**config.mk**
```make
export PLATFORM = sky130hd
export DESIGN_NAME = bcld_div
export DESIGN_NICKNAME = d
export VERILOG_FILES = /design/src/sv/bcld_div.sv
export SDC_FILE = /design/constraint.sdc
export NUM_CORES = 2
export LEC_CHECK = 0
export BUFFER_PORTS_ARGS = -buffer_cell sky130_fd_sc_hd__buf_2
export CORE_AREA = 2 2 311 313
export DETAILED_ROUTE_END_ITERATION = 8
export DIE_AREA = 0 0 313 315
export GPL_TIMING_DRIVEN = 1
export MAX_ROUTING_LAYER = met4
export PLACE_DENSITY = 0.79
export SKIP_CTS_REPAIR_TIMING = 1
export SYNTH_ARGS = -nofsm -noshare
export SYNTH_HDL_FRONTEND = slang
export SYNTH_SLANG_ARGS = --single-unit
```
**constraint.sdc**
```tcl
create_clock -name aclk -period 5.6 [get_ports aclk]
set_clock_uncertainty 0.1 [all_clocks]
set_input_delay 0.56 -clock aclk [delete_from_list [all_inputs] [get_ports aclk]]
set_output_delay 0.56 -clock aclk [all_outputs]
set_load 0.01 [all_outputs]
```
**src/sv/bcld_div.sv**
```systemverilog
// ----------------------------------------------------------------------------
// bcld_div
// Two-lane pipelined restoring divider, one quotient bit per stage. The
// dividend must satisfy dividend < divisor * 2**Q_W, so the quotient fits.
// ----------------------------------------------------------------------------
module bcld_div #(
    parameter int DEN_W = 13,
    parameter int Q_W   = 14
) (
    input  logic                   aclk,
    input  logic                   aresetn,
    input  logic                   en,
    input  logic                   in_valid,
    input  logic [DEN_W+Q_W-1:0]   a_dvd,
    input  logic [DEN_W-1:0]       a_dvs,
    input  logic [DEN_W+Q_W-1:0]   b_dvd,
    input  logic [DEN_W-1:0]       b_dvs,
    output logic                   out_valid,
    output logic [Q_W-1:0]         a_quo,
    output logic [Q_W-1:0]         b_quo
);

    localparam int W = DEN_W + Q_W;

    // The upper DEN_W bits hold the partial remainder; the lower bits hold
    // the unused dividend bits with quotient bits shifting in from below.
    logic [Q_W-1:0]   valid_reg;
    logic [W-1:0]     a_w_reg [Q_W];
    logic [W-1:0]     b_w_reg [Q_W];
    logic [DEN_W-1:0] a_d_reg [Q_W];
    logic [DEN_W-1:0] b_d_reg [Q_W];

    for (genvar k = 0; k < Q_W; k++) begin : g_stage
        logic             v_in;
        logic [W-1:0]     a_w_in;
        logic [W-1:0]     b_w_in;
        logic [DEN_W-1:0] a_d_in;
        logic [DEN_W-1:0] b_d_in;
        logic [DEN_W:0]   a_top;
        logic [DEN_W:0]   b_top;
        logic [DEN_W:0]   a_diff;
        logic [DEN_W:0]   b_diff;
        logic [W-1:0]     a_w_next;
        logic [W-1:0]     b_w_next;

        if (k == 0) begin : g_first
            assign v_in   = in_valid;
            assign a_w_in = a_dvd;
            assign b_w_in = b_dvd;
            assign a_d_in = a_dvs;
            assign b_d_in = b_dvs;
        end else begin : g_rest
            assign v_in   = valid_reg[k-1];
            assign a_w_in = a_w_reg[k-1];
            assign b_w_in = b_w_reg[k-1];
            assign a_d_in = a_d_reg[k-1];
            assign b_d_in = b_d_reg[k-1];
        end

        always_comb begin
            a_top  = a_w_in[W-1:Q_W-1];
            b_top  = b_w_in[W-1:Q_W-1];
            a_diff = a_top - {1'b0, a_d_in};
            b_diff = b_top - {1'b0, b_d_in};
            if (a_top >= {1'b0, a_d_in}) begin
                a_w_next = {a_diff[DEN_W-1:0], a_w_in[Q_W-2:0], 1'b1};
            end else begin
                a_w_next = {a_top[DEN_W-1:0], a_w_in[Q_W-2:0], 1'b0};
            end
            if (b_top >= {1'b0, b_d_in}) begin
                b_w_next = {b_diff[DEN_W-1:0], b_w_in[Q_W-2:0], 1'b1};
            end else begin
                b_w_next = {b_top[DEN_W-1:0], b_w_in[Q_W-2:0], 1'b0};
            end
        end

        always_ff @(posedge aclk) begin
            if (!aresetn) begin
                valid_reg[k] <= 1'b0;
            end else if (en) begin
                valid_reg[k] <= v_in;
            end
        end

        always_ff @(posedge aclk) begin
            if (en) begin
                a_w_reg[k] <= a_w_next;
                b_w_reg[k] <= b_w_next;
                a_d_reg[k] <= a_d_in;
                b_d_reg[k] <= b_d_in;
            end
        end
    end

    assign out_valid = valid_reg[Q_W-1];
    assign a_quo     = a_w_reg[Q_W-1][Q_W-1:0];
    assign b_quo     = b_w_reg[Q_W-1][Q_W-1:0];

endmodule

```
==> flow_metrics.py <==
metrics = {
    "logic_synthesis": {
        "post_synth.cell_area_avg_um2": 13.28,
        "ys_seq_area_share_pct": 59.97,
        "synthArstFlopShare_pct": 0,
        "yosys_warnings": 0,
        "synth_nets": 4536,
        "synth.distinct_cells": 81,
        "ys_ff_latch": 1082,
        "synthCells": 4062,
        "syn_area_um2": 53950,
        "synth_flop_cell": "edfxtp_1",
        "synth_edf_count": 1068,
    },
    "die": {
        "ios": 113,
        "dieArea_um2": 98600,
        "initial_core_util_pct": 56.37,
        "std_cell_rows": 114,
        "core_area_um2": 95710,
        "die_w_um": 313,
        "die_h_um": 315,
    },
    "hold_path": {
        "min_path_cells": 3,
        "hp-class": "in -> reg",
    },
    "sta": {
        "rsz0062_at_grt": "false",
        "tightest_slew_ns": 1.147,
        "relSlewSlack_pct": 23.04,
        "finalCritPeriodShare_pct": 62.55,
        "slew_violations": 0,
        "max_freq_ghz": 0.2855,
        "setup_viol": 0,
        "fin_crit_ns": 3.503,
        "hold_viol_final": 0,
        "setup-tns-final_ns": 0,
    },
    "placement": {
        "dpl_cell_area_um2": 55860,
        "post-dp-hpwl_um": 62700,
        "portBuffers": 112,
        "place_congestion": 0.8853,
    },
    "routing": {
        "drt_pass1_iterations": 6,
        "routedWlPerCell_um": 15.58,
        "viasPerCell": 5.445,
        "vias": 30770,
        "drt_iter0_drc": 1862,
        "wl_um": 88020,
        "drc": 0,
        "ant_nets": 0,
    },
    "setup_path": {
        "worst_ep_required_time_ns": 5.93,
        "worstSetupPathType": "reg -> reg",
        "reg2reg_slack_ns": 2.10,
        "crit_path_end": "a_w_reg[0][153]",
        "r2r-end": "a_w_reg[0][153]",
        "crit_path_end_kind": "register",
        "cp-startpoint": "a_w_reg[0][121]",
        "crit_fanout": 13,
        "worstRegToRegCells": 10,
        "crit_arrival_ns": 3.84,
        "reg2reg_from": "a_w_reg[0][121]",
        "start_kind": "register",
    },
    "finish": {
        "fin_nets": 4756,
        "syn2layout_area_growth_pct": 11.31,
        "multi_input_area_um2": 19400,
        "layout_common_cells": "1068 x edfxtp_1, 461 x inv_1, 364 x ha_1",
        "final_common_cell": "edfxtp_1",
        "seq_area_um2": 32350,
        "fillers": 6994,
        "layout-drive-gt1-share_pct": 12.96,
        "diodes": 0,
        "final_cell_area_um2": 60050,
    },
    "power_and_ir_drop": {
        "p_per_area_nw_per_um2": 514.5,
        "leakagePower_nw": 24.25,
        "peakVddDrop_v": 0.0002966,
        "finalPower_mw": 30.90,
    },
    "grt": {
        "antenna_found_initial": 0,
        "grt_use_total_pct": 18.34,
        "gr-total-overflow": 0,
        "grt_first_pass_wirelength_um": 145600,
        "grt_pass1_vias": 31035,
        "grt_max_degree": 134,
    },
    "status": {
        "status": "complete, no violations",
    },
    "job": {
        "cap_violations": 0,
    },
    "cts": {
        "cts_buffer_depth": 3,
        "clock_latency_ns": 0.70,
        "clock-sinks": 1082,
        "cts-htree-levels": 3,
        "clkTransAtPathRegs_ns": 0.06,
        "cts_buffers": 110,
        "cts_tree": "built",
        "cts_root_buf": "clkbuf_16",
    },
}
power breakdown:
group / switching [mW] / internal [mW]
clock: 3.05 / 4.28
combinational: 5.84 / 5.57
sequential: 0.808 / 11.3
total: 9.70 / 21.2
layer usage:
metal / track usage (%) / routed length (um) / vias to the layer above
met2: 33.50 / 46470 / 497
met4: 7.460 / 3074 / 0
met3: 2.526 / 2791 / 202
met1: 20.10 / 35680 / 14637
li1: - / - / 15434
met5: - / 0 / -
worst min-delay path by stage:
stage | startpoint | end | slack [ns]
floorplan | a_w_reg[0][81] | a_w_reg[0][109] | 0.30
global placement | b_w_reg[1][64] | b_w_reg[1][92] | 0.30
detailed placement | a_w_reg[0][137] | a_w_reg[0][165] | 0.30
CTS | a_dvd[12] | a_w_reg[0][13] | -0.11
global route | in_valid | g_stage[1].v_in | 0.04
finish | in_valid | g_stage[1].v_in | 0.05
synthesized netlist by cell type (10+ instances only):
cell type,number,area [um^2]
dfxtp_1,14,280.3
a21o_1,114,855.8
nand4_1,40,250.2
nand3_1,43,215.2
and2_1,10,62.56
o211ai_1,16,120.1
a211o_1,22,192.7
a21boi_0,11,82.58
nor2b_1,77,481.7
o31ai_1,26,195.2
o21a_1,53,397.9
xor2_1,102,893.4
o21bai_1,17,127.6
a211oi_1,18,135.1
fa_1,26,520.5
edfxtp_1,1068,32070
mux2_4,15,225.2
buf_2,12,60.06
nor2_1,175,656.9
or3_1,14,87.58
xnor2_1,125,1095
o31a_1,14,122.6
nor3_1,82,410.4
buf_4,32,240.2
inv_1,461,1730
mux2_2,211,2376
or2_2,16,100.1
o21ai_1,15,75.07
and3_1,17,106.4
clkbuf_1,21,78.83
nand2b_1,64,400.4
o21ai_0,173,865.8
ha_1,364,4554
nand2_1,170,638.1
mux2i_1,69,690.7
a21oi_1,181,905.9
a31oi_1,24,150.1
worst max-delay path: stages (launching register included):
cell and delay [ns]:
edfxtp_1 0.36, inv_1 0.08, ha_1 0.19, fa_1 0.23, nor2b_1 0.06, o21ai_1 0.16
a21boi_0 0.21, o211ai_1 0.36, nand2_1 0.15, o21ai_1 0.92, mux2_2 0.43
through the flow:
| stage | hold slack (ns) | utilization, % | std cells | setup slack [ns] |
|---|---|---|---|---|
| 4_1_cts | -0.1127 | 62.20 | 5599 | 2.047 |
| 3_3_place_gp | 0.3004 | 58.36 | 5394 | 2.097 |
| 3_5_place_dp | 0.3045 | 58.36 | 5394 | 2.065 |
| 5_1_grt | 0.03866 | 62.74 | 5651 | 1.793 |
| 6_report | 0.04661 | 62.74 | 5651 | 2.097 |
| 2_1_floorplan | 0.3003 | - | 4062 | 2.548 |
cells by family (layout without fill, tap and decap cells):
logic type / count (synthesis) / count (layout) / share of synthesized area (%)
AO/OA/AOI/OAI: 783 / 783 / 9.646
XOR/XNOR: 227 / 227 / 3.685
adder cells (fa/ha/maj): 390 / 390 / 9.407
buffers and inverters: 536 / 849 / 4.091
flip-flops: 1082 / 1082 / 59.97
multiplexers: 296 / 296 / 6.123
AND/OR/NAND/NOR: 748 / 748 / 7.081
cell type report:
type	count	area share (%)
clock buffer	131	4.715
tap	1276	2.659
sequential	1082	53.87
clock inverter	74	1.400
timing repair buffer	181	2.154
inverter	463	2.894
multi-input combinational	2444	32.30
Note: power is estimated with default switching activity, not from simulation.
