## config.mk

```make
export PLATFORM = sky130hd
export DESIGN_NAME = bcld_mul
export DESIGN_NICKNAME = d
export VERILOG_FILES = /design/src/sv/bcld_pkg.sv /design/src/sv/bcld_mul.sv
export SDC_FILE = /design/constraint.sdc
export NUM_CORES = 1
export LEC_CHECK = 0
export ABC_CLOCK_PERIOD_IN_PS = 7200
export BUFFER_PORTS_ARGS = -buffer_cell sky130_fd_sc_hd__buf_4
export CORE_AREA = 2 2 131 196
export CTS_CLUSTER_SIZE = 40
export DETAILED_ROUTE_END_ITERATION = 12
export DIE_AREA = 0 0 133 198
export GPL_TIMING_DRIVEN = 0
export PLACE_DENSITY = 0.84
export REMOVE_ABC_BUFFERS = 1
export SLEW_MARGIN = 20
export SYNTH_ARGS = -nofsm -noshare
export SYNTH_HDL_FRONTEND = slang
export SYNTH_SLANG_ARGS = --single-unit
```

## constraint.sdc

```tcl
create_clock -name aclk -period 7.2 [get_ports aclk]
set_input_delay 0.36 -clock aclk [delete_from_list [all_inputs] [get_ports aclk]]
set_output_delay 0.36 -clock aclk [all_outputs]
set_load 0.05 [all_outputs]
```

## src/sv/bcld_pkg.sv

```systemverilog
// ----------------------------------------------------------------------------
// bcld_pkg
// Shared widths, register indexes, reset values and stage types for the
// battery current limit derating pipeline.
// ----------------------------------------------------------------------------
package bcld_pkg;

    localparam int MV_W       = 13;
    localparam int TEMP_W     = 12;
    localparam int LIM_W      = 14;
    localparam int CFG_ADDR_W = 3;
    localparam int CFG_DATA_W = 14;
    localparam int S_TDATA_W  = 40;
    localparam int M_TDATA_W  = 32;

    typedef enum logic [CFG_ADDR_W-1:0] {
        REG_CRIT_LOW_MV   = 3'd0,
        REG_WARN_LOW_MV   = 3'd1,
        REG_WARN_HIGH_MV  = 3'd2,
        REG_CRIT_HIGH_MV  = 3'd3,
        REG_TEMP_START    = 3'd4,
        REG_TEMP_CUTOFF   = 3'd5,
        REG_PEAK_DIS      = 3'd6,
        REG_PEAK_CHG      = 3'd7
    } cfg_idx_t;

    localparam logic [MV_W-1:0]          RST_CRIT_LOW_MV  = 13'd2800;
    localparam logic [MV_W-1:0]          RST_WARN_LOW_MV  = 13'd3200;
    localparam logic [MV_W-1:0]          RST_WARN_HIGH_MV = 13'd4100;
    localparam logic [MV_W-1:0]          RST_CRIT_HIGH_MV = 13'd4200;
    localparam logic signed [TEMP_W-1:0] RST_TEMP_START   = 12'sd450;
    localparam logic signed [TEMP_W-1:0] RST_TEMP_CUTOFF  = 12'sd600;
    localparam logic [LIM_W-1:0]         RST_PEAK_DIS     = 14'd4000;
    localparam logic [LIM_W-1:0]         RST_PEAK_CHG     = 14'd1500;

    typedef struct packed {
        logic [MV_W-1:0]          crit_low_mv;
        logic [MV_W-1:0]          warn_low_mv;
        logic [MV_W-1:0]          warn_high_mv;
        logic [MV_W-1:0]          crit_high_mv;
        logic signed [TEMP_W-1:0] temp_derate_start;
        logic signed [TEMP_W-1:0] temp_cutoff;
        logic [LIM_W-1:0]         peak_discharge;
        logic [LIM_W-1:0]         peak_charge;
    } cfg_t;

    // Each limit is later scaled by num / den; num never exceeds den.
    typedef struct packed {
        logic [LIM_W-1:0]  dis_val;
        logic [MV_W-1:0]   dis_num;
        logic [MV_W-1:0]   dis_den;
        logic [LIM_W-1:0]  chg_val;
        logic [MV_W-1:0]   chg_num;
        logic [MV_W-1:0]   chg_den;
        logic [TEMP_W-1:0] t_num;
        logic [TEMP_W-1:0] t_den;
    } front_t;

endpackage

```

## src/sv/bcld_mul.sv

```systemverilog
// ----------------------------------------------------------------------------
// bcld_mul
// Two-lane multiply stage: limit times ratio numerator, registered, with the
// ratio denominator carried alongside for the divider that follows.
// ----------------------------------------------------------------------------
module bcld_mul #(
    parameter int NUM_W = 13
) (
    input  logic                                aclk,
    input  logic                                aresetn,
    input  logic                                en,
    input  logic                                in_valid,
    input  logic [bcld_pkg::LIM_W-1:0]          a_val,
    input  logic [NUM_W-1:0]                    a_num,
    input  logic [NUM_W-1:0]                    a_den,
    input  logic [bcld_pkg::LIM_W-1:0]          b_val,
    input  logic [NUM_W-1:0]                    b_num,
    input  logic [NUM_W-1:0]                    b_den,
    output logic                                out_valid,
    output logic [bcld_pkg::LIM_W+NUM_W-1:0]    a_prod,
    output logic [NUM_W-1:0]                    a_dvs,
    output logic [bcld_pkg::LIM_W+NUM_W-1:0]    b_prod,
    output logic [NUM_W-1:0]                    b_dvs
);

    localparam int P_W = bcld_pkg::LIM_W + NUM_W;

    logic           valid_reg;
    logic [P_W-1:0] a_prod_reg;
    logic [P_W-1:0] b_prod_reg;
    logic [NUM_W-1:0] a_dvs_reg;
    logic [NUM_W-1:0] b_dvs_reg;

    always_ff @(posedge aclk) begin
        if (!aresetn) begin
            valid_reg <= 1'b0;
        end else if (en) begin
            valid_reg <= in_valid;
        end
    end

    always_ff @(posedge aclk) begin
        if (en) begin
            a_prod_reg <= P_W'(a_val) * P_W'(a_num);
            b_prod_reg <= P_W'(b_val) * P_W'(b_num);
            a_dvs_reg  <= a_den;
            b_dvs_reg  <= b_den;
        end
    end

    assign out_valid = valid_reg;
    assign a_prod    = a_prod_reg;
    assign b_prod    = b_prod_reg;
    assign a_dvs     = a_dvs_reg;
    assign b_dvs     = b_dvs_reg;

endmodule

```

==> results.cfg <==
[global_routing]
grt.met1_usage_pct = 29.1
grt_pass1_vias = 12018
grt_util_met3_pct = 4.22
grt_pass1_wl_um = 56600
grt_antenna_before_repair = 1
grt_max_degree = 82
busiest_layer = met2
grt_overflow_total = 0
grt_use_met2_pct = 52.1
grt_use_total_pct = 27.0

[drt]
ant_nets = 0
drt_iter0_drc = 493
drt_wl_total_um = 33300
viasPerCell = 5.47
firstDrtPassIters = 5
drc = 0
wire_per_inst_um = 16.8
num_vias = 10868

[floorplan]
io_pins = 165
start_util_pct = 58.8
rows = 71
die_w_um = 133
coreArea_um2 = 24800
die_area_um2 = 26300
chipHeight_um = 198

[critical_path]
r2r-start = out_valid
critPathKind = input port to register
reg2reg_depth = 2
r2r_setup_slack_ns = 6.58
cp_max_fo = 13
worstSetupStartpointType = input port
r2r-end = out_valid
cp.arrival_ns = 5.38
cp.required_ns = 7.29
cp-end-kind = register

[pwr]
vdd_drop_max_mv = 0.311
power_leakage_nw = 8.34
power_density_nw_per_um2 = 462
p_comb_share_pct = 79.6
intPower_mw = 3.62
swShare_pct = 52.0
p_clk_share_pct = 6.8
p_sw_mw = 3.93
p_seq_share_pct = 13.6

[yosys]
synthArstFlopShare_pct = 0
yosys_warnings = 0
synth_area_um2 = 14600
synth_flop_cell = edfxtp_1
synth_most_common_cell = inv_1
yosys.area.top_type = fa_1
synth_cells = 1536
synth_top_area_share_pct = 36.3
synth_commonest_cells = 369 x inv_1, 264 x fa_1, 217 x nand2_1, 170 x and2_1, 144 x ha_1
ys_ff_latch = 81
synth_edf_count = 80
netlist_top_cells_area = fa_1 36%, edfxtp_1 16%, ha_1 12%, inv_1 9.5%, and2_1 7.3%
avgSynthCellArea_um2 = 9.49
ys_seq_area_share_pct = 16.6
synth_cell_types = 55

[cells_and_area]
areaGrowthSynthToFinish_pct = 12.0
nNetsFinal = 2144
final_cells = 1986
drive_gt1_share_pct = 11.4

[placed_design]
portBuffers = 164
globalplace.congestion = 0.930
dp_cells = 1969
hpwl_um = 27900

[sta]
rsz0062_at_grt = false
slew_headroom_pct = 27.8
skew_ns = 0
setup_viol_count_final = 0
worst_pin_slew_ns = 1.08
slew_violations = 0
layout_min_cycle_time_ns = 5.28
tns_ns = 0
final_hold_viol_count = 0
period_share_pct = 73.4
timing.fmax_ghz = 0.189

[clock_network]
clock_path_buffers = 2
numCtsBuffers = 9
clk_pin_slew_ns = 0.07
cts_tree = done
htreeDepth = 3
cts_resized = 0
postCtsSetupBuffers = 0
ctsHoldBuffers = 0
clk_latency_ns = 0.35
clkSinkCount = 81
cts_root_buffer = clkbuf_16

[hold_path]
min_path_cells = 1
worstHoldStart = a_den[7]
hold_end = a_dvs[7]
hp-class = input port to register

[outcome]
run_status = complete, no violations

[run]
maxCapViolCount = 0
-- cell families (layout without fill, tap and decap cells) --
family	Yosys count	count (layout)	share of synthesized area [%]
compound gates	124	124	5.81
fa+ha+maj	408	408	48.6
xor+xnor	42	42	2.52
simple gates	451	451	15.3
flops	81	81	16.6
buf+inv	428	549	11.0
mux	2	2	0.172
other cells	0	1	0
-- per-stage QoR --
stage | hold WS, ns | utilization (%) | power (mW) | instance area [µm²] | worst slack, ns
after floorplan | 0.459 | - | 5.54 | 14400 | 2.28
final | 0.185 | 65.9 | 7.55 | 16300 | 1.92
after CTS | 0.173 | 65.9 | 7.55 | 16300 | 1.94
after global placement | 0.502 | 64.6 | 6.79 | 16000 | 1.64
after detailed placement | 0.526 | 64.6 | 6.98 | 16000 | 1.60
after global routing | 0.173 | 65.9 | 8.31 | 16300 | 1.67
-- critical path: stages --
cell      delay [ns]
buf_4           0.18
and2_1          0.19
fa_1            0.53
inv_1           0.05
fa_1            0.48
inv_1           0.05
fa_1            0.50
fa_1            0.56
inv_1           0.05
fa_1            0.49
inv_1           0.04
ha_1            0.34
and2_1          0.23
a41oi_1         0.29
nand2_1         0.12
a211oi_1        0.53
a31oi_1         0.20
xnor2_1         0.17
-- power groups by stage --
stage                     Clock, mW  Sequential [mW]  Combinational (mW)
final                         0.514             1.03                6.01
after global routing          0.538             1.04                6.73
after CTS                     0.523             1.03                6.00
after detailed placement          0             1.03                5.94
after global placement            0             1.03                5.76
after floorplan                   0             1.52                4.02
-- metal layers --
metal / wire length, µm / vias up
met5: 0 / -
met4: 1160 / 0
met3: 2010 / 112
met2: 18500 / 407
met1: 11600 / 5461
li1: - / 4888
-- area by class of cell --
| class | count | area (µm²) |
|---|---|---|
| Antenna cell | 1 | 2.50 |
| Tap cell | 328 | 410 |
| Sequential cell | 81 | 2420 |
| Clock buffer | 9 | 225 |
| Timing Repair Buffer | 164 | 1230 |
| Inverter | 369 | 1390 |
| Multi-Input combinational cell | 1027 | 10600 |
| Fill cell | 1905 | 8460 |
| Clock inverter | 7 | 101 |
-- worst max path at each step --
stage | from | depth (start not counted) | to | slack [ns]
final | b_val[8] | 18 | b_prod[26] | 1.92
after global routing | b_val[7] | 18 | b_prod[26] | 1.67
after CTS | b_val[8] | 18 | b_prod[26] | 1.94
after detailed placement | a_num[7] | 18 | a_prod[25] | 1.60
after global placement | b_val[8] | 18 | b_prod[26] | 1.64
after floorplan | a_num[7] | 17 | a_prod[25] | 2.28
-- placed cells by master, fill, tap and decap left out, types with 7 or more instances in the layout --
cell,Yosys,routed
edfxtp_1,80,80
xor2_1,16,16
and2_1,170,170
buf_4,0,164
o21ai_0,16,16
a21o_1,9,9
inv_1,369,369
nand3_1,13,13
nor2b_1,7,7
a21oi_1,43,43
fa_1,264,264
ha_1,144,144
xnor2_1,26,26
nand2_1,217,217
clkbuf_16,0,9
and3_1,7,7
a31oi_1,8,8
nor3_1,8,8
nor2_1,14,14
No activity file was read; power rests on OpenSTA's default activity.
