`src/sv/bcld_pkg.sv`:
```
// ----------------------------------------------------------------------------
// bcld_pkg
// Shared widths, register indexes, reset values and stage types for the
// battery current limit derating pipeline.
// ----------------------------------------------------------------------------
package bcld_pkg;

    localparam int MV_W       = 13;
    localparam int TEMP_W     = 12;
    localparam int LIM_W      = 14;
    localparam int CFG_ADDR_W = 3;
    localparam int CFG_DATA_W = 14;
    localparam int S_TDATA_W  = 40;
    localparam int M_TDATA_W  = 32;

    typedef enum logic [CFG_ADDR_W-1:0] {
        REG_CRIT_LOW_MV   = 3'd0,
        REG_WARN_LOW_MV   = 3'd1,
        REG_WARN_HIGH_MV  = 3'd2,
        REG_CRIT_HIGH_MV  = 3'd3,
        REG_TEMP_START    = 3'd4,
        REG_TEMP_CUTOFF   = 3'd5,
        REG_PEAK_DIS      = 3'd6,
        REG_PEAK_CHG      = 3'd7
    } cfg_idx_t;

    localparam logic [MV_W-1:0]          RST_CRIT_LOW_MV  = 13'd2800;
    localparam logic [MV_W-1:0]          RST_WARN_LOW_MV  = 13'd3200;
    localparam logic [MV_W-1:0]          RST_WARN_HIGH_MV = 13'd4100;
    localparam logic [MV_W-1:0]          RST_CRIT_HIGH_MV = 13'd4200;
    localparam logic signed [TEMP_W-1:0] RST_TEMP_START   = 12'sd450;
    localparam logic signed [TEMP_W-1:0] RST_TEMP_CUTOFF  = 12'sd600;
    localparam logic [LIM_W-1:0]         RST_PEAK_DIS     = 14'd4000;
    localparam logic [LIM_W-1:0]         RST_PEAK_CHG     = 14'd1500;

    typedef struct packed {
        logic [MV_W-1:0]          crit_low_mv;
        logic [MV_W-1:0]          warn_low_mv;
        logic [MV_W-1:0]          warn_high_mv;
        logic [MV_W-1:0]          crit_high_mv;
        logic signed [TEMP_W-1:0] temp_derate_start;
        logic signed [TEMP_W-1:0] temp_cutoff;
        logic [LIM_W-1:0]         peak_discharge;
        logic [LIM_W-1:0]         peak_charge;
    } cfg_t;

    // Each limit is later scaled by num / den; num never exceeds den.
    typedef struct packed {
        logic [LIM_W-1:0]  dis_val;
        logic [MV_W-1:0]   dis_num;
        logic [MV_W-1:0]   dis_den;
        logic [LIM_W-1:0]  chg_val;
        logic [MV_W-1:0]   chg_num;
        logic [MV_W-1:0]   chg_den;
        logic [TEMP_W-1:0] t_num;
        logic [TEMP_W-1:0] t_den;
    } front_t;

endpackage

```
`src/sv/bcld_front.sv`:
```
// ----------------------------------------------------------------------------
// bcld_front
// Band classification stage: picks the scale ratio for each limit from the
// cell voltages and the hottest temperature, one register stage.
// ----------------------------------------------------------------------------
module bcld_front (
    input  logic                              aclk,
    input  logic                              aresetn,
    input  logic                              en,
    input  logic                              in_valid,
    input  bcld_pkg::cfg_t                    cfg,
    input  logic [bcld_pkg::MV_W-1:0]         lowest_cell_mv,
    input  logic [bcld_pkg::MV_W-1:0]         highest_cell_mv,
    input  logic signed [bcld_pkg::TEMP_W-1:0] hottest_cell_temp,
    output logic                              out_valid,
    output bcld_pkg::front_t                  out_data
);

    logic             valid_reg;
    bcld_pkg::front_t data_reg;
    bcld_pkg::front_t data_next;
    logic signed [bcld_pkg::TEMP_W:0] t_num_wide;
    logic signed [bcld_pkg::TEMP_W:0] t_den_wide;

    always_comb begin
        t_num_wide = {cfg.temp_cutoff[bcld_pkg::TEMP_W-1], cfg.temp_cutoff}
                   - {hottest_cell_temp[bcld_pkg::TEMP_W-1], hottest_cell_temp};
        t_den_wide = {cfg.temp_cutoff[bcld_pkg::TEMP_W-1], cfg.temp_cutoff}
                   - {cfg.temp_derate_start[bcld_pkg::TEMP_W-1], cfg.temp_derate_start};

        data_next         = '0;
        data_next.dis_val = cfg.peak_discharge;
        data_next.chg_val = cfg.peak_charge;

        // A ratio of 1/1 leaves the limit unchanged, 0/1 zeroes it.
        if (lowest_cell_mv <= cfg.crit_low_mv) begin
            data_next.dis_num = '0;
            data_next.dis_den = bcld_pkg::MV_W'(1);
        end else if (lowest_cell_mv < cfg.warn_low_mv) begin
            data_next.dis_num = lowest_cell_mv - cfg.crit_low_mv;
            data_next.dis_den = cfg.warn_low_mv - cfg.crit_low_mv;
        end else begin
            data_next.dis_num = bcld_pkg::MV_W'(1);
            data_next.dis_den = bcld_pkg::MV_W'(1);
        end

        if (highest_cell_mv >= cfg.crit_high_mv) begin
            data_next.chg_num = '0;
            data_next.chg_den = bcld_pkg::MV_W'(1);
        end else if (highest_cell_mv > cfg.warn_high_mv) begin
            data_next.chg_num = cfg.crit_high_mv - highest_cell_mv;
            data_next.chg_den = cfg.crit_high_mv - cfg.warn_high_mv;
        end else begin
            data_next.chg_num = bcld_pkg::MV_W'(1);
            data_next.chg_den = bcld_pkg::MV_W'(1);
        end

        if (hottest_cell_temp >= cfg.temp_cutoff) begin
            data_next.t_num = '0;
            data_next.t_den = bcld_pkg::TEMP_W'(1);
        end else if (hottest_cell_temp > cfg.temp_derate_start) begin
            data_next.t_num = t_num_wide[bcld_pkg::TEMP_W-1:0];
            data_next.t_den = t_den_wide[bcld_pkg::TEMP_W-1:0];
        end else begin
            data_next.t_num = bcld_pkg::TEMP_W'(1);
            data_next.t_den = bcld_pkg::TEMP_W'(1);
        end
    end

    always_ff @(posedge aclk) begin
        if (!aresetn) begin
            valid_reg <= 1'b0;
        end else if (en) begin
            valid_reg <= in_valid;
        end
    end

    always_ff @(posedge aclk) begin
        if (en) begin
            data_reg <= data_next;
        end
    end

    assign out_valid = valid_reg;
    assign out_data  = data_reg;

endmodule

```
`config.mk`:
```
export PLATFORM = sky130hd
export DESIGN_NAME = bcld_front
export DESIGN_NICKNAME = d
export VERILOG_FILES = /design/src/sv/bcld_pkg.sv /design/src/sv/bcld_front.sv
export SDC_FILE = /design/constraint.sdc
export NUM_CORES = 1
export LEC_CHECK = 0
export BUFFER_PORTS_ARGS = -buffer_cell sky130_fd_sc_hd__buf_2
export CAP_MARGIN = 40
export CELL_PAD_IN_SITES_DETAIL_PLACEMENT = 2
export CELL_PAD_IN_SITES_GLOBAL_PLACEMENT = 2
export CORE_UTILIZATION = 28
export CTS_CLUSTER_DIAMETER = 30
export CTS_CLUSTER_SIZE = 20
export DETAILED_ROUTE_END_ITERATION = 16
export PLACE_DENSITY_LB_ADDON = 0.1
export SLEW_MARGIN = 20
export SYNTH_ARGS = -nofsm -noshare
export SYNTH_HDL_FRONTEND = slang
export SYNTH_SLANG_ARGS = --single-unit
```
`constraint.sdc`:
```
create_clock -name aclk -period 3.5 [get_ports aclk]
set_input_delay 1.05 -clock aclk [delete_from_list [all_inputs] [get_ports aclk]]
set_output_delay 1.05 -clock aclk [all_outputs]
set_load 0.005 [all_outputs]
```
==> impl_summary.txt <==
----------------------------------------------------
[Floorplan]
  Die width ... 172 µm
  Number of top-level pins ... 251
  Floorplan die height ... 172 µm
  Core outline area ... 28100 µm²
  Full die area ... 29500 µm²
  Initial core utilization ... 28.7%
  Core Rows ... 61

[Logic synthesis]
  Cell area after synthesis ... 8070 µm²
  Synth top area cells ... sky130_fd_sc_hd__edfxtp_1 (39%), sky130_fd_sc_hd__ha_1 (17%), sky130_fd_sc_hd__inv_1 (4.5%), sky130_fd_sc_hd__nor2_1 (3.3%), sky130_fd_sc_hd__a21oi_1 (3.0%)
  Gate Count Post-Synth ... 819
  Most area-hungry cell type in the Yosys netlist ... sky130_fd_sc_hd__edfxtp_1
  Mapped Avg Cell Area ... 9.86 µm²
  Flip-flop and latch count after synthesis ... 105
  Post-synth EDFFs ... 104
  Share of Yosys cell area claimed by the top area cell type ... 38.7%
  Async SR Flop Fraction ... 0%
  Synthesis Warnings ... 0
  Unique cell type count in the Yosys netlist ... 66
  Multiplexer area fraction after synthesis ... 0.388%
  Dominant combinational cell family by area after synthesis ... adder cells
  Adder-cell share of the synthesized area ... 18.5%
  Fraction of synthesized cell area in xor and xnor cells ... 4.12%
  Sequential element share of the synthesized area ... 38.9%
  Fraction of the mapped netlist area in simple logic gates ... 14.7%
  Post-synthesis compound-gate area fraction ... 17.9%
  Most used flip-flop cell after synthesis ... sky130_fd_sc_hd__edfxtp_1
  Synthesized Nets ... 1081

[Timing]
  Final max-slew violation count ... 0
  Total of endpoints with negative setup slack in the final report ... 0
  Post-route setup slack ... 0.185 ns
  Setup clock skew after layout ... 0 ns
  Actual transition at the worst max-transition pin ... 0.560 ns
  Highest clock rate ... 302 MHz
  Min Tclk post-route ... 3.32 ns
  Slew Limit Headroom ... 62.5%
  Final setup TNS ... 0 ns
  Final Hold Violating Endpoints ... 0
  Period utilization ... 94.7%
  RSZ-0062 raised after global routing ... no

[Clock network]
  Sinks on Clock Net ... 105
  TritonCTS clock tree ... built
  H-tree levels ... 3
  Resized Gates After CTS ... 0
  CTS buffer count ... 9
  Skew-Pair Late Insertion Delay ... 0.37 ns
  Maximum root-to-sink buffer count ... 2
  Library cell used as clock root buffer ... sky130_fd_sc_hd__clkbuf_16
  Clock-pin slew on the worst setup and hold paths ... 0.09 ns

[Routing]
  Total wirelength of the detailed-routed design ... 26900 µm
  WL per Instance ... 18.2 µm
  Count of nets left with antenna violations after detail routing ... 0
  Number of violations reported at the end of detailed-routing iteration 0 ... 251
  DRC violation count after routing ... 0
  Post-DR vias/cell ... 4.90
  Number of optimization iterations in the first detailed-route pass ... 4
  Via count of the routed design ... 7239

[Hold path]
  Hold Path Cell Cnt ... 2
  Path class of the lowest-slack min-delay path ... reg -> reg

[Flow run]
  Count of maximum capacitance violations ... 0

[Global route]
  Number of antenna violations at the first check in global routing ... 2
  Tot GR Track Use ... 18.4%
  Via count of the first global-routing pass ... 7775
  Maximum number of pins on one net before global-route repair ... 56
  Overflow left after global routing ... 0
  First-pass GRT wire length ... 41800 µm

[Setup path]
  Data arrival at the endpoint of the critical path ... 3.50 ns
  Nature of the critical path startpoint ... input port
  Cell-by-cell listing of the critical path ... buf_2 -> inv_1 -> ha_1 -> fa_1 -> nand2b_1 -> a211oi_1 -> nor2_1 -> o211a_1 -> or4_4 -> a211oi_1
  Crit-path max FO ... 22
  WP data required ... 3.69 ns
  Crit path max-delay cell type ... sky130_fd_sc_hd__or4_4
  Crit. End Element ... register
  Worst path max stage delay ... 0.69 ns
  Category of the critical setup timing path ... in -> reg
  Depth of the worst register-to-register path ... 2
  Critical Path Most Common Cell ... sky130_fd_sc_hd__a211oi_1

[Power]
  P per Cell Area ... 381 nW/µm²
  Static leakage power ... 4.75 nW
  Highest ir drop seen on vdd ... 0.327 mV

[Cells and area]
  Area growth from synthesis to layout ... 27.3%
  Number of fill cells in the layout ... 3229
  Share of post-route cells with drive strength above 1 ... 27.6%
  Total number of nets in the final design ... 1354
  Area of all sequential standard cells ... 3140 µm²
  Final cell area excluding filler cells ... 10300 µm²
  Total area of multi-input combinational cells ... 4500 µm²

[Placed design]
  Area after DPL ... 9960 µm²
  GP Congestion ... 0.805
  Input/output buffers ... 250
  Detailed placer's ending HPWL ... 22600 µm
  Worst setup slack after placement ... -0.175 ns

[Outcome]
  Run status ... complete, no violations

----------------------------------------------------
## report_power, final
| part | switching, mW | internal (mW) |
|---|---|---|
| Sequential | 0.0366 | 1.54 |
| Clock | 0.589 | 0.514 |
| Combinational | 0.696 | 0.540 |
## final timing paths
path,start,endpoint,slack [ns]
worst max-delay path,cfg[28],out_data[3],0.18
worst min-delay path,out_valid,out_valid,0.54
worst max register to register,out_valid,out_valid,2.90
worst min register to register,out_valid,out_valid,0.54
## flip-flops by register name (all words and copies together) (netlist names)
| register | count |
|---|---|
| out_data | 104 |
| out_valid | 1 |
## timing repair
item / CTS / global route
endpoints found under the setup margin: 0 / 1
hold endpoints to repair: 0 / 0
buffers inserted: 0 / 0
hold buffers: 0 / 0
## critical path, delay by kind of cell
family | cells | cell delay, ns
AND/OR/NAND/NOR | 3 | 0.96
buffers and inverters | 2 | 0.13
AO/OA/AOI/OAI | 3 | 0.71
adder cells (fa/ha/maj) | 2 | 0.65
## cell usage after synthesis (6+ instances only)
cell,count
sky130_fd_sc_hd__xnor2_1,22
sky130_fd_sc_hd__and3_1,6
sky130_fd_sc_hd__clkbuf_1,11
sky130_fd_sc_hd__nor2_1,71
sky130_fd_sc_hd__nand4_1,14
sky130_fd_sc_hd__xor2_1,16
sky130_fd_sc_hd__a21o_1,18
sky130_fd_sc_hd__fa_1,6
sky130_fd_sc_hd__nand3_1,11
sky130_fd_sc_hd__nor2b_1,23
sky130_fd_sc_hd__nor3_1,36
sky130_fd_sc_hd__o21a_1,19
sky130_fd_sc_hd__o21ai_0,44
sky130_fd_sc_hd__o31a_1,8
sky130_fd_sc_hd__a211oi_1,13
sky130_fd_sc_hd__nor4_1,7
sky130_fd_sc_hd__edfxtp_1,104
sky130_fd_sc_hd__inv_1,97
sky130_fd_sc_hd__ha_1,110
sky130_fd_sc_hd__a31oi_1,6
sky130_fd_sc_hd__nand2_1,29
sky130_fd_sc_hd__nand2b_1,12
sky130_fd_sc_hd__a21oi_1,49
## cell usage in the layout, fill, tap and decap left out, types with 7 or more instances in the layout
master | Yosys | final
sky130_fd_sc_hd__nand2b_1 | 12 | 12
sky130_fd_sc_hd__nor2_1 | 71 | 71
sky130_fd_sc_hd__o31a_1 | 8 | 8
sky130_fd_sc_hd__o21a_1 | 19 | 19
sky130_fd_sc_hd__nand4_1 | 14 | 14
sky130_fd_sc_hd__nor2b_1 | 23 | 23
sky130_fd_sc_hd__nand2_1 | 29 | 29
sky130_fd_sc_hd__ha_1 | 110 | 110
sky130_fd_sc_hd__a21oi_1 | 49 | 49
sky130_fd_sc_hd__clkbuf_16 | 0 | 9
sky130_fd_sc_hd__nor4_1 | 7 | 7
sky130_fd_sc_hd__nor3_1 | 36 | 36
sky130_fd_sc_hd__xor2_1 | 16 | 16
sky130_fd_sc_hd__a211oi_1 | 13 | 13
sky130_fd_sc_hd__a21o_1 | 18 | 18
sky130_fd_sc_hd__buf_2 | 3 | 249
sky130_fd_sc_hd__xnor2_1 | 22 | 22
sky130_fd_sc_hd__o21ai_0 | 44 | 44
sky130_fd_sc_hd__edfxtp_1 | 104 | 104
sky130_fd_sc_hd__nand3_1 | 11 | 11
sky130_fd_sc_hd__buf_4 | 0 | 26
sky130_fd_sc_hd__inv_1 | 97 | 97
## routing by layer
metal / wire length, µm / global-route usage (%) / vias up
met4: 193 / 3.89 / 0
met5: 0 / 0 / -
li1: - / - / 3585
met3: 1170 / 2.90 / 12
met2: 13200 / 32.7 / 157
met1: 12400 / 23.4 / 3485
## stage by stage
step	std cells	power, mW	hold WS (ns)	utilization [%]
final	1477	3.91	0.542	36.6
after global routing	1475	4.16	0.565	36.6
after detailed placement	1459	2.86	0.523	35.5
after CTS	1475	3.99	0.540	36.6
after global placement	1459	2.83	0.498	35.5
after floorplan	819	2.31	0.507	-
## area by class of cell
class,count,area share [%]
Antenna cell,2,0.0487
Multi-Input combinational cell,602,43.8
Tap cell,378,4.60
Inverter,97,3.54
Sequential cell,105,30.6
Clock buffer,9,2.19
Clock inverter,7,0.755
Timing Repair Buffer,277,14.4
## kinds of logic (layout without fill, tap and decap cells)
logic type      count (synthesis)  after routing
simple gates                  232            232
compound gates                213            213
fa+ha+maj                     116            116
buf+inv                       112            390
flops                         105            105
xor+xnor                       38             38
mux                             3              3
other cells                     0              2
Power figures use the tool's default switching activity.
